**src/rtl/knnsel_pkg.sv**
```systemverilog
// Shared types and constants for the nearest-neighbour top-k select block.
// Holds the item structs, field widths and configuration register indexes.
// No dependencies.
package knnsel_pkg;

  localparam int ID_W       = 16;
  localparam int COORD_W    = 24;
  localparam int RANGE_W    = 23;
  localparam int WANT_W     = 4;
  localparam int DIST_W     = 46;
  localparam int RANK_W     = 3;
  localparam int DIFF_W     = COORD_W + 1;
  localparam int SQ_W       = 2 * COORD_W;
  localparam int CFG_IDX_W  = 3;
  localparam int CFG_DATA_W = 24;

  localparam int DEF_MAX_KEPT = 8;
  localparam int DEF_ID_BITS  = 16;

  localparam logic [CFG_IDX_W-1:0] REG_QUERY_X      = 3'd0;
  localparam logic [CFG_IDX_W-1:0] REG_QUERY_Z      = 3'd1;
  localparam logic [CFG_IDX_W-1:0] REG_QUERY_ID     = 3'd2;
  localparam logic [CFG_IDX_W-1:0] REG_SEARCH_RANGE = 3'd3;
  localparam logic [CFG_IDX_W-1:0] REG_WANTED_COUNT = 3'd4;

  typedef struct packed {
    logic [ID_W-1:0]           candidate_id;
    logic signed [COORD_W-1:0] candidate_x;
    logic signed [COORD_W-1:0] candidate_z;
    logic                      final_candidate;
  } cand_t;

  typedef struct packed {
    logic [ID_W-1:0]   neighbour_id;
    logic [DIST_W-1:0] neighbour_dist_sq;
    logic [RANK_W-1:0] neighbour_rank;
    logic              entry_valid;
    logic              last_of_list;
  } nbr_t;

  // status of the distance pipeline's last stage
  typedef struct packed {
    logic valid;           // an item sits in the last stage
    logic keep;            // it passed the id and range filters
    logic fin;             // it is the last candidate of the query
    logic final_inflight;  // a final item is somewhere in the pipeline
  } dist_stat_t;

  typedef struct packed {
    logic shift_left;      // drain: every cell takes its right neighbor
    logic cand_valid;      // a candidate is offered to the chain
    logic trim;            // an item is handled: slots past the wanted count empty
  } cell_ctl_t;

endpackage

```
**src/rtl/knnsel_cell.sv**
```systemverilog
// One slot of the sorted insertion chain: holds an entry and compares it with
// the broadcast candidate. Depends on knnsel_pkg.
module knnsel_cell import knnsel_pkg::*; #(
  parameter int IDW = DEF_ID_BITS
) (
  input  logic              clk,
  input  logic              rst,
  input  cell_ctl_t         ctl,
  input  logic              enable,      // slot lies below the wanted count
  input  logic [IDW-1:0]    cand_id,
  input  logic [DIST_W-1:0] cand_dist,
  input  logic              left_before, // candidate sorts before the left entry
  input  logic              left_v,
  input  logic [IDW-1:0]    left_id,
  input  logic [DIST_W-1:0] left_dist,
  input  logic              right_v,
  input  logic [IDW-1:0]    right_id,
  input  logic [DIST_W-1:0] right_dist,
  output logic              ahead,
  output logic              v,
  output logic [IDW-1:0]    id,
  output logic [DIST_W-1:0] key_dist
);

  logic              v_next;
  logic [IDW-1:0]    id_next;
  logic [DIST_W-1:0] dist_next;

  // an empty slot sorts after everything; equal keys put the lower id first
  assign ahead = ctl.cand_valid &&
                 (!v || (cand_dist < key_dist) ||
                  ((cand_dist == key_dist) && (cand_id < id)));

  always_comb begin
    priority if (ctl.shift_left) begin
      v_next    = right_v;
      id_next   = right_id;
      dist_next = right_dist;
    end else if (left_before) begin
      v_next    = left_v;
      id_next   = left_id;
      dist_next = left_dist;
    end else if (ahead) begin
      v_next    = 1'b1;
      id_next   = cand_id;
      dist_next = cand_dist;
    end else begin
      v_next    = v;
      id_next   = id;
      dist_next = key_dist;
    end
  end

  always_ff @(posedge clk) begin
    if (rst) begin
      v <= 1'b0;
    end else begin
      v <= v_next && (enable || !ctl.trim);
    end
  end

  always_ff @(posedge clk) begin
    id       <= id_next;
    key_dist <= dist_next;
  end

endmodule
```
**config.mk**
```make
export PLATFORM = sky130hd
export DESIGN_NAME = knnsel_cell
export DESIGN_NICKNAME = d
export VERILOG_FILES = /design/src/rtl/knnsel_pkg.sv /design/src/rtl/knnsel_cell.sv
export SDC_FILE = /design/constraint.sdc
export NUM_CORES = 1
export LEC_CHECK = 0
export BUFFER_PORTS_ARGS = -buffer_cell sky130_fd_sc_hd__buf_2
export CAP_MARGIN = 10
export CORE_ASPECT_RATIO = 0.5
export CORE_MARGIN = 1.5
export CORE_UTILIZATION = 49
export DETAILED_ROUTE_END_ITERATION = 7
export PLACE_DENSITY = 0.87
export SLEW_MARGIN = 20
export SYNTH_ARGS = -nofsm -noshare
export SYNTH_HDL_FRONTEND = slang
export SYNTH_SLANG_ARGS = --single-unit
```
**constraint.sdc**
```tcl
create_clock -name clk -period 8.9 [get_ports clk]
set_input_delay 0.89 -clock clk [delete_from_list [all_inputs] [get_ports clk]]
set_output_delay 0.89 -clock clk [all_outputs]
set_load 0.02 [all_outputs]
```
==> impl_metrics.yaml <==
critical_path:
  cp-end-kind: "output pin"
  worstPathArrival_ps: 2830
  r2r_cells: 8
  cp.required_ps: 8010
  timing.rr.end: "key_dist[23]$_DFFE_PP_"
  crit_path_max_fanout: 3
  path_class: "input pin to output pin"
  r2r-start: "key_dist[9]$_DFFE_PP_"
  r2r_setup_slack_ps: 5870
  cp-start-kind: "input pin"
cells_and_area:
  layout-drive-gt1-share: 0.3670
  fillers: 760
  synthToLayoutAreaGrowth_pct: 35.58
  ff_latch_area_sq_um: 1882
  final_cells: 887
  antenna_cells: 0
  final_nets: 1003
  multi_input_area_sq_um: 2536
timing:
  tightest_slew_ps: 911.0
  relSlewSlack: 0.3927
  fin_crit_ps: 3717
  grt_setup_unrepaired: "no"
  fin_skew_ps: 5.633
  fin_setup_tns_ps: 0
  finalSetupViolCount: 0
  fin_crit_sh: 0.4176
  hold_violations: 0
  fmax_mhz: 269.1
  finalMaxSlewViolations: 0
worst_hold_path:
  hp-start: "rst"
  min_path_cells: 2
  hold_path_end: "v$_SDFF_PP0_"
  min_path_type: "input pin to flop"
clocking:
  cts_tree: "built"
  hold_buffers: 0
  clk_latency_ps: 320
  cts_sinks: 63
  cts_max_level: 3
  ctsResizeCount: 0
  cts_buffers: 9
  clockRootBuffer: "clkbuf_16"
  clockBufferDepth: 2
  cts.clk_slew.worst_paths_ps: 50
  post_cts_buffers: 0
logic_synthesis:
  synth.cell_area_sq_um: 4737
  synthesis.nets: 753
  avgSynthCellArea_sq_um: 9.531
  synth-compound-area-share: 0.1321
  synth_xor_area_frac: 0
  synthMuxAreaShare: 0.1310
  synthSimpleGateAreaFrac: 0.1086
  synth_cell_type_count: 33
  synth_fa_ha_area_frac: 0.1611
  synth_seq_cells: 63
  ys_warn_count: 0
  synth_top_family_by_area: "adder cells"
  synth_cells: 497
  seq_area_frac_synth: 0.3973
pwr:
  power_density_nw_per_um2: 154.8
  peakVddDrop_mv: 0.1056
  power.leakage_nw: 3.388
placement:
  globalplace.congestion: 0.8494
  dpl.hpwl_um: 10580
  portBuffers: 258
  dp_cells: 871
global_route:
  overflow: 0
  grt_pass1_wl_um: 20050
  grt_pass1_vias: 4421
  antenna_found_initial: 0
  track_usage: 0.2511
  grt_max_degree: 75
die:
  start_util: 0.5031
  die_x_um: 142.1
  die_h_um: 72.53
  die_area_sq_um: 10300
  rows: 25
  boundaryPins: 259
  coreArea_sq_um: 9415
flow_run:
  max-cap-violations: 0
detailed_routing:
  wire_per_inst_um: 14.99
  drt_wl_total_um: 13300
  first_iter_violations: 236
  drcViolationCount: 0
  dr.pass1.iters: 7
  avgViaCountPerCell: 5.140
  antenna_left: 0
  num_vias: 4559
status:
  status: "complete, no violations"
[worst max-delay path, cell delays in order]
cell	delay, ps
buf_2	110
ha_1	320
a21oi_1	160
nand2_1	70
a221oi_1	330
o211ai_1	180
a2111o_1	490
nand2_1	100
buf_2	180
[cells in the final DEF, fill, tap and decap left out, types with 2 or more instances in the layout]
cell / netlist / routed
inv_1: 65 / 65
o211ai_1: 2 / 2
nand3_1: 8 / 7
nor2b_1: 2 / 2
clkinv_1: 0 / 3
a21o_1: 3 / 3
buf_2: 7 / 256
nand2b_1: 4 / 4
mux2i_1: 62 / 62
edfxtp_1: 62 / 62
nor2_1: 6 / 6
and4_1: 5 / 5
buf_4: 0 / 4
nand2_1: 75 / 75
clkbuf_16: 0 / 9
nand4_1: 9 / 9
o21ai_0: 68 / 68
a21oi_1: 26 / 26
a211oi_1: 2 / 2
ha_1: 61 / 61
a21boi_0: 2 / 2
clkinv_2: 0 / 2
[synthesized netlist by cell type, drive strengths merged]
master   instances  area share
nand2           75       0.059
o21ai           69       0.073
inv             65       0.052
edfxtp          62        0.39
mux2i           62        0.13
ha              61        0.16
a21oi           26       0.027
clkbuf          14       0.011
nand4            9       0.012
nand3            8      0.0085
buf              7      0.0074
nor2             6      0.0048
and4             5      0.0092
nand2b           4      0.0053
a21o             3      0.0048
a211oi           2      0.0032
a21boi           2      0.0032
a221oi           2      0.0050
nor2b            2      0.0026
nor4             2      0.0040
o211ai           2      0.0032
a2111o           1      0.0024
a211o            1      0.0018
a2bb2oi          1      0.0018
dfxtp            1      0.0042
nand4b           1      0.0018
nor3             1      0.0011
o2111ai          1      0.0018
o31a             1      0.0018
o31ai            1      0.0026
[through the flow]
stage                       util  hold WS (ps)  setup slack (ps)  area [sq um]  power (mW)
after CTS                 0.6821         728.3              5163          6422       1.001
after global placement    0.6524         834.0              5200          6142      0.6534
after global routing      0.6821         741.5              5064          6422       1.045
final                     0.6821         737.1              5183          6422      0.9942
after floorplan                -         860.3              4657          4737      0.5495
after detailed placement  0.6524         900.4              5169          6142      0.6651
[power by group]
| group | total, mW | switching, mW | internal [mW] |
|---|---|---|---|
| clock | 0.335 | 0.122 | 0.213 |
| sequential | 0.382 | 0.0160 | 0.366 |
| combinational | 0.278 | 0.163 | 0.115 |
| total | 0.994 | 0.300 | 0.694 |
[final cells by class]
| type | instances | area share |
|---|---|---|
| Timing Repair Buffer | 260 | 0.2042 |
| Inverter | 65 | 0.03799 |
| Tap cell | 135 | 0.02630 |
| Sequential cell | 63 | 0.2930 |
| Multi-Input combinational cell | 348 | 0.3949 |
| Clock buffer | 10 | 0.03565 |
| Clock inverter | 6 | 0.007988 |
[cell families (layout without fill, tap and decap cells)]
kind of cell	count (synthesis)	count (layout)
AOI/OAI and AO/OA	112	112
DFF	63	63
buffers and inverters	86	341
and+or+nand+nor	113	113
muxes	62	62
adders and majority gates	61	61
[layer usage]
layer,vias to the layer above,GRT usage,routed length [um]
met5,-,0,0
li1,2277,-,-
met1,2060,0.3001,5548
met3,38,0.05215,747
met4,0,0.1168,405
met2,184,0.4428,6594
[flip-flops by register name, summed over array words and instances (netlist names)]
| signal | cells |
|---|---|
| id | 16 |
| key_dist | 46 |
| v | 1 |
[worst max path at each step]
stage / slack (ps) / end / start / cells after the start
2_1_floorplan: 4660 / id[0]$_DFFE_PP_ / cand_dist[12] / 7
3_3_place_gp: 5200 / ahead / cand_dist[17] / 9
3_5_place_dp: 5170 / ahead / cand_dist[15] / 9
4_1_cts: 5160 / ahead / cand_dist[12] / 9
5_1_grt: 5060 / ahead / cand_dist[12] / 9
6_report: 5180 / ahead / cand_dist[12] / 9
(Power assumes the default switching activity.)
