--- config.mk ---
export PLATFORM = sky130hd
export DESIGN_NAME = knnsel_dist
export DESIGN_NICKNAME = d
export VERILOG_FILES = /design/src/rtl/knnsel_pkg.sv /design/src/rtl/knnsel_dist.sv
export SDC_FILE = /design/constraint.sdc
export NUM_CORES = 2
export LEC_CHECK = 0
export ABC_AREA = 0
export BUFFER_PORTS_ARGS = -buffer_cell sky130_fd_sc_hd__buf_2
export CELL_PAD_IN_SITES_DETAIL_PLACEMENT = 1
export CELL_PAD_IN_SITES_GLOBAL_PLACEMENT = 1
export CORE_AREA = 2 2 393 492
export DETAILED_ROUTE_END_ITERATION = 10
export DIE_AREA = 0 0 395 494
export PLACE_DENSITY_LB_ADDON = 0.1
export SLEW_MARGIN = 30
export SYNTH_ARGS = -nofsm -noshare
export SYNTH_HDL_FRONTEND = slang
export SYNTH_SLANG_ARGS = --single-unit
--- constraint.sdc ---
create_clock -name clk -period 19.6 [get_ports clk]
set_clock_uncertainty 0.15 [all_clocks]
set_input_delay 1.96 -clock clk [delete_from_list [all_inputs] [get_ports clk]]
set_output_delay 1.96 -clock clk [all_outputs]
set_load 0.005 [all_outputs]
--- src/rtl/knnsel_pkg.sv ---
// Shared types and constants for the nearest-neighbour top-k select block.
// Holds the item structs, field widths and configuration register indexes.
// No dependencies.
package knnsel_pkg;

  localparam int ID_W       = 16;
  localparam int COORD_W    = 24;
  localparam int RANGE_W    = 23;
  localparam int WANT_W     = 4;
  localparam int DIST_W     = 46;
  localparam int RANK_W     = 3;
  localparam int DIFF_W     = COORD_W + 1;
  localparam int SQ_W       = 2 * COORD_W;
  localparam int CFG_IDX_W  = 3;
  localparam int CFG_DATA_W = 24;

  localparam int DEF_MAX_KEPT = 8;
  localparam int DEF_ID_BITS  = 16;

  localparam logic [CFG_IDX_W-1:0] REG_QUERY_X      = 3'd0;
  localparam logic [CFG_IDX_W-1:0] REG_QUERY_Z      = 3'd1;
  localparam logic [CFG_IDX_W-1:0] REG_QUERY_ID     = 3'd2;
  localparam logic [CFG_IDX_W-1:0] REG_SEARCH_RANGE = 3'd3;
  localparam logic [CFG_IDX_W-1:0] REG_WANTED_COUNT = 3'd4;

  typedef struct packed {
    logic [ID_W-1:0]           candidate_id;
    logic signed [COORD_W-1:0] candidate_x;
    logic signed [COORD_W-1:0] candidate_z;
    logic                      final_candidate;
  } cand_t;

  typedef struct packed {
    logic [ID_W-1:0]   neighbour_id;
    logic [DIST_W-1:0] neighbour_dist_sq;
    logic [RANK_W-1:0] neighbour_rank;
    logic              entry_valid;
    logic              last_of_list;
  } nbr_t;

  // status of the distance pipeline's last stage
  typedef struct packed {
    logic valid;           // an item sits in the last stage
    logic keep;            // it passed the id and range filters
    logic fin;             // it is the last candidate of the query
    logic final_inflight;  // a final item is somewhere in the pipeline
  } dist_stat_t;

  typedef struct packed {
    logic shift_left;      // drain: every cell takes its right neighbor
    logic cand_valid;      // a candidate is offered to the chain
    logic trim;            // an item is handled: slots past the wanted count empty
  } cell_ctl_t;

endpackage

--- src/rtl/knnsel_dist.sv ---
// Three-stage distance pipeline: coordinate differences, squares, sum and
// range test. Depends on knnsel_pkg.
module knnsel_dist import knnsel_pkg::*; #(
  parameter int IDW = DEF_ID_BITS
) (
  input  logic                      clk,
  input  logic                      rst,
  input  logic                      take,
  input  cand_t                     cand,
  input  logic signed [COORD_W-1:0] query_x,
  input  logic signed [COORD_W-1:0] query_z,
  input  logic [ID_W-1:0]           query_id,
  input  logic [RANGE_W-1:0]        search_range,
  output dist_stat_t                stat,
  output logic [IDW-1:0]            out_id,
  output logic [DIST_W-1:0]         out_dist
);

  // stage 1
  logic                     s1_v, s1_fin, s1_skip;
  logic [IDW-1:0]           s1_id;
  logic signed [DIFF_W-1:0] s1_dx, s1_dz;
  // stage 2
  logic                     s2_v, s2_fin, s2_skip;
  logic [IDW-1:0]           s2_id;
  logic [SQ_W-1:0]          s2_sqx, s2_sqz;
  logic [2*RANGE_W-1:0]     range_sq;
  // stage 3
  logic                     s3_v, s3_fin, s3_keep;
  logic [IDW-1:0]           s3_id;
  logic [DIST_W-1:0]        s3_dist;

  logic signed [2*DIFF_W-1:0] prod_x, prod_z;
  logic [SQ_W:0]              dist_sum;

  assign prod_x   = s1_dx * s1_dx;
  assign prod_z   = s1_dz * s1_dz;
  assign dist_sum = {1'b0, s2_sqx} + {1'b0, s2_sqz};

  always_ff @(posedge clk) begin
    if (rst) begin
      s1_v <= 1'b0;
      s2_v <= 1'b0;
      s3_v <= 1'b0;
    end else begin
      s1_v <= take;
      s2_v <= s1_v;
      s3_v <= s2_v;
    end
  end

  always_ff @(posedge clk) begin
    s1_fin  <= cand.final_candidate;
    s1_id   <= cand.candidate_id[IDW-1:0];
    s1_skip <= (cand.candidate_id[IDW-1:0] == query_id[IDW-1:0]);
    s1_dx   <= DIFF_W'(cand.candidate_x) - DIFF_W'(query_x);
    s1_dz   <= DIFF_W'(cand.candidate_z) - DIFF_W'(query_z);

    s2_fin   <= s1_fin;
    s2_id    <= s1_id;
    s2_skip  <= s1_skip;
    s2_sqx   <= prod_x[SQ_W-1:0];
    s2_sqz   <= prod_z[SQ_W-1:0];
    // follows the range register every cycle; an item is registered in s1 and s2 first
    range_sq <= search_range * search_range;

    s3_fin  <= s2_fin;
    s3_id   <= s2_id;
    s3_keep <= !s2_skip && (dist_sum <= (SQ_W+1)'(range_sq));
    s3_dist <= dist_sum[DIST_W-1:0];
  end

  assign stat.valid          = s3_v;
  assign stat.keep           = s3_keep;
  assign stat.fin            = s3_fin;
  assign stat.final_inflight = (s1_v && s1_fin) || (s2_v && s2_fin) || (s3_v && s3_fin);
  assign out_id              = s3_id;
  assign out_dist            = s3_dist;

endmodule

==> results.txt <==
status - complete, no violations
FF+latch area - 5850 µm²
IO Pins - 221
Setup-failing EPs final - 0
H-tree level count - 2
Critical Path AT - 9.43 ns
Final Max Slew Viols - 0
Final Cell Area - 71,900 µm²
DRC violations left - 0
number of DRC markers in iteration 0 - 1,324
Critical Path End Type - flip-flop
Clk pin slew, worst setup/hold paths - 0.06 ns
Final Wtd Congestion - 0.849
Top FF cell, synth - dfxtp_1
wire per inst - 19.6 µm
CTS Hold Buffers Added - 0
post-synthesis compound-gate area fraction - 6.16%
asr flop ratio synth - 0%
via count - 45,300
Post-Route WL - 189,000 µm
Final Cycle Share - 46.0%
Max-cap violations - 0
post-DR vias/cell - 4.69
vias in the first global route - 53,900
fin cells - 9,655
core area - 190,000 µm²
origin of the critical flop-to-flop path - s1_dx[4]
GRT overflow - 0
TritonCTS clock tree - built
number of synthesized flops with an enable pin - 0
All-Layer GR Usage - 20.2%
largest family of logic cells by synthesized area - adder cells
WS Path Type - in -> reg
Setup crit start kind - input pin
synthesized area - 66,400 µm²
Hold Slack - 0.174 ns
die width - 395 µm
Syn Area/Cell - 9.55 µm²
commonest cells after routing, fill and taps aside - inv_1, fa_1, ha_1
sequential area share after synthesis - 8.81%
worst skew pair latency - 0.64 ns
row cnt - 179
total CTS buffers - 41
Top delay family on crit path - adder cells
Slowest cell on crit path - a211oi_1
die height - 494 µm
min-delay worst type - reg -> reg
Root Driver - clkbuf_16
Hold Vio Cnt, Final - 0
placed cell count - 9,579
final net count - 9,419
Buffers on Ports - 220
Synth Area in Simple Gates - 10.2%
worst setup path startpoint - search_range[14]
Yosys reg bits - 292
global-route wire length before repair - 303,000 µm
Synth Instances - 6,946
CTS Sinks - 292
Synth cell types - 78
DP Area - 70,400 µm²
Req. time, crit path - 20.01 ns
Starting Density - 34.9%
Max Buffers Root-to-Sink - 3
Final ANT Viol Nets - 0
Synthesized Nets - 9,277
max incr delay on CP - 0.56 ns
Synth Warn # - 0
post-CTS repair timing setup buffer count - 0
Die Area - 195,000 µm²
CP bufs+invs - 6
Post-Synth XOR/XNOR Area - 3.66%
Slew HR - 32.1%
cell mode on critical path - fa_1
FILL cells - 21,800
post-synthesis adder-cell area fraction - 58.8%
layout cells sized above 1 - 5.32%
initial antenna violation count - 20
Slew @ Worst Pin - 1.01 ns
commonest non-fill, non-tap cell in the layout - inv_1
First-pass DRT Iterations - 5
synthesis-to-layout area growth - 8.34%
r2r setup slk - 10.63 ns
crit-path max FO - 19
DP Wirelength - 160,000 µm
worst hold start - s1_id[6]
total negative setup slack - 0 ns
fmax - 111 MHz
largest net degree at the start of global routing - 49
Resize count post-CTS - 0
Critical Path, Cell by Cell - buf_2, inv_1, nor2_1, fa_1, fa_1, inv_1, fa_1, inv_1, fa_1, inv_1, fa_1, inv_1, fa_1, ha_1, ha_1, a21o_1, a211oi_1, o2111ai_1, a221oi_1, nor3_1, a2111oi_2, o31ai_1, a21oi_1, xnor2_1
post-layout minimum cycle time - 9.02 ns
area of the multi-input gates - 52,400 µm²
post-synthesis mux area share - 0.109%
RSZ-0062 raised after global routing - false
Yosys cell counts, drive strengths merged, types with 5 or more instances:
cell type  count  area share (%)
nand2        570             3.2
ha           608              11
clkbuf       172            0.97
or3           16            0.15
dfxtp        292             8.8
and2         345             3.3
nor2b         70            0.66
nor3b          5           0.057
o2111ai        8            0.12
o21ai        108            0.82
inv         1997              11
nor2         192             1.1
a211o          5           0.066
mux2i          5           0.075
a31oi         13            0.12
a221oi         5           0.066
a31o           5           0.066
nand2b        41            0.39
nand3         41            0.31
o31a           7           0.092
o21bai        27            0.31
and3          21            0.20
o21a          31            0.35
a211oi        28            0.32
xnor2        203             2.7
a21o         123             1.4
or2            9           0.085
o31ai         10            0.11
xor2          74            0.98
o211ai        16            0.19
a311oi         7           0.092
fa          1568              47
nor4           9           0.085
a21oi        193             1.5
nor3          36            0.28
a21boi         6           0.068
nand4         24            0.23
o22ai          5           0.047
layer usage:
| layer | track usage [%] | vias up | routed length [µm] |
|---|---|---|---|
| li1 | - | 20700 | - |
| met1 | 23.5 | 23800 | 74500 |
| met2 | 39.4 | 554 | 105000 |
| met3 | 1.40 | 203 | 3790 |
| met4 | 5.28 | 0 | 5480 |
| met5 | 0 | - | 0 |
logic make-up (layout without fill, tap and decap cells):
| family | count (synthesis) | in the layout |
|---|---|---|
| xor gates and xnor gates | 277 | 277 |
| and+or+nand+nor | 1393 | 1393 |
| muxes | 7 | 7 |
| AOI/OAI and AO/OA | 627 | 627 |
| DFF | 292 | 292 |
| adders and majority gates | 2176 | 2176 |
| buffers and inverters | 2174 | 2346 |
| other | 0 | 3 |
final timing paths:
| path | endpoint | cells past startpoint |
|---|---|---|
| setup / recovery | range_sq[45] | 24 |
| hold / removal | s2_id[6] | 0 |
| setup reg to reg | s2_sqx[46] | 23 |
| hold reg to reg | s2_id[6] | 0 |
area by class of cell:
type | instances | share of cell area [%]
tap | 2534 | 4.41
inverter | 1999 | 10.4
multi-input combinational | 4480 | 72.9
timing repair buffer | 274 | 2.10
sequential | 292 | 8.14
clock buffer | 49 | 1.54
clock inverter | 24 | 0.498
antenna | 3 | 0.0104
metrics by stage:
| step | utilization [%] | worst slack [ns] |
|---|---|---|
| 3_5_place_dp | 37.0 | 9.83 |
| 2_1_floorplan | - | 10.90 |
| 3_3_place_gp | 37.0 | 9.97 |
| 4_1_cts | 37.8 | 10.52 |
| 5_1_grt | 37.8 | 10.17 |
| 6_report | 37.8 | 10.58 |
sequential cells by signal, summed over array words and instances (netlist names), 16 cells and up:
name / flops
s1_id: 16
s2_sqx: 47
out_dist: 46
s2_sqz: 47
s1_dz: 25
range_sq: 45
s1_dx: 25
out_id: 16
s2_id: 16
Power is not shown: default switching activity piles up to over one toggle a cycle in this logic, so the estimate is an artifact.
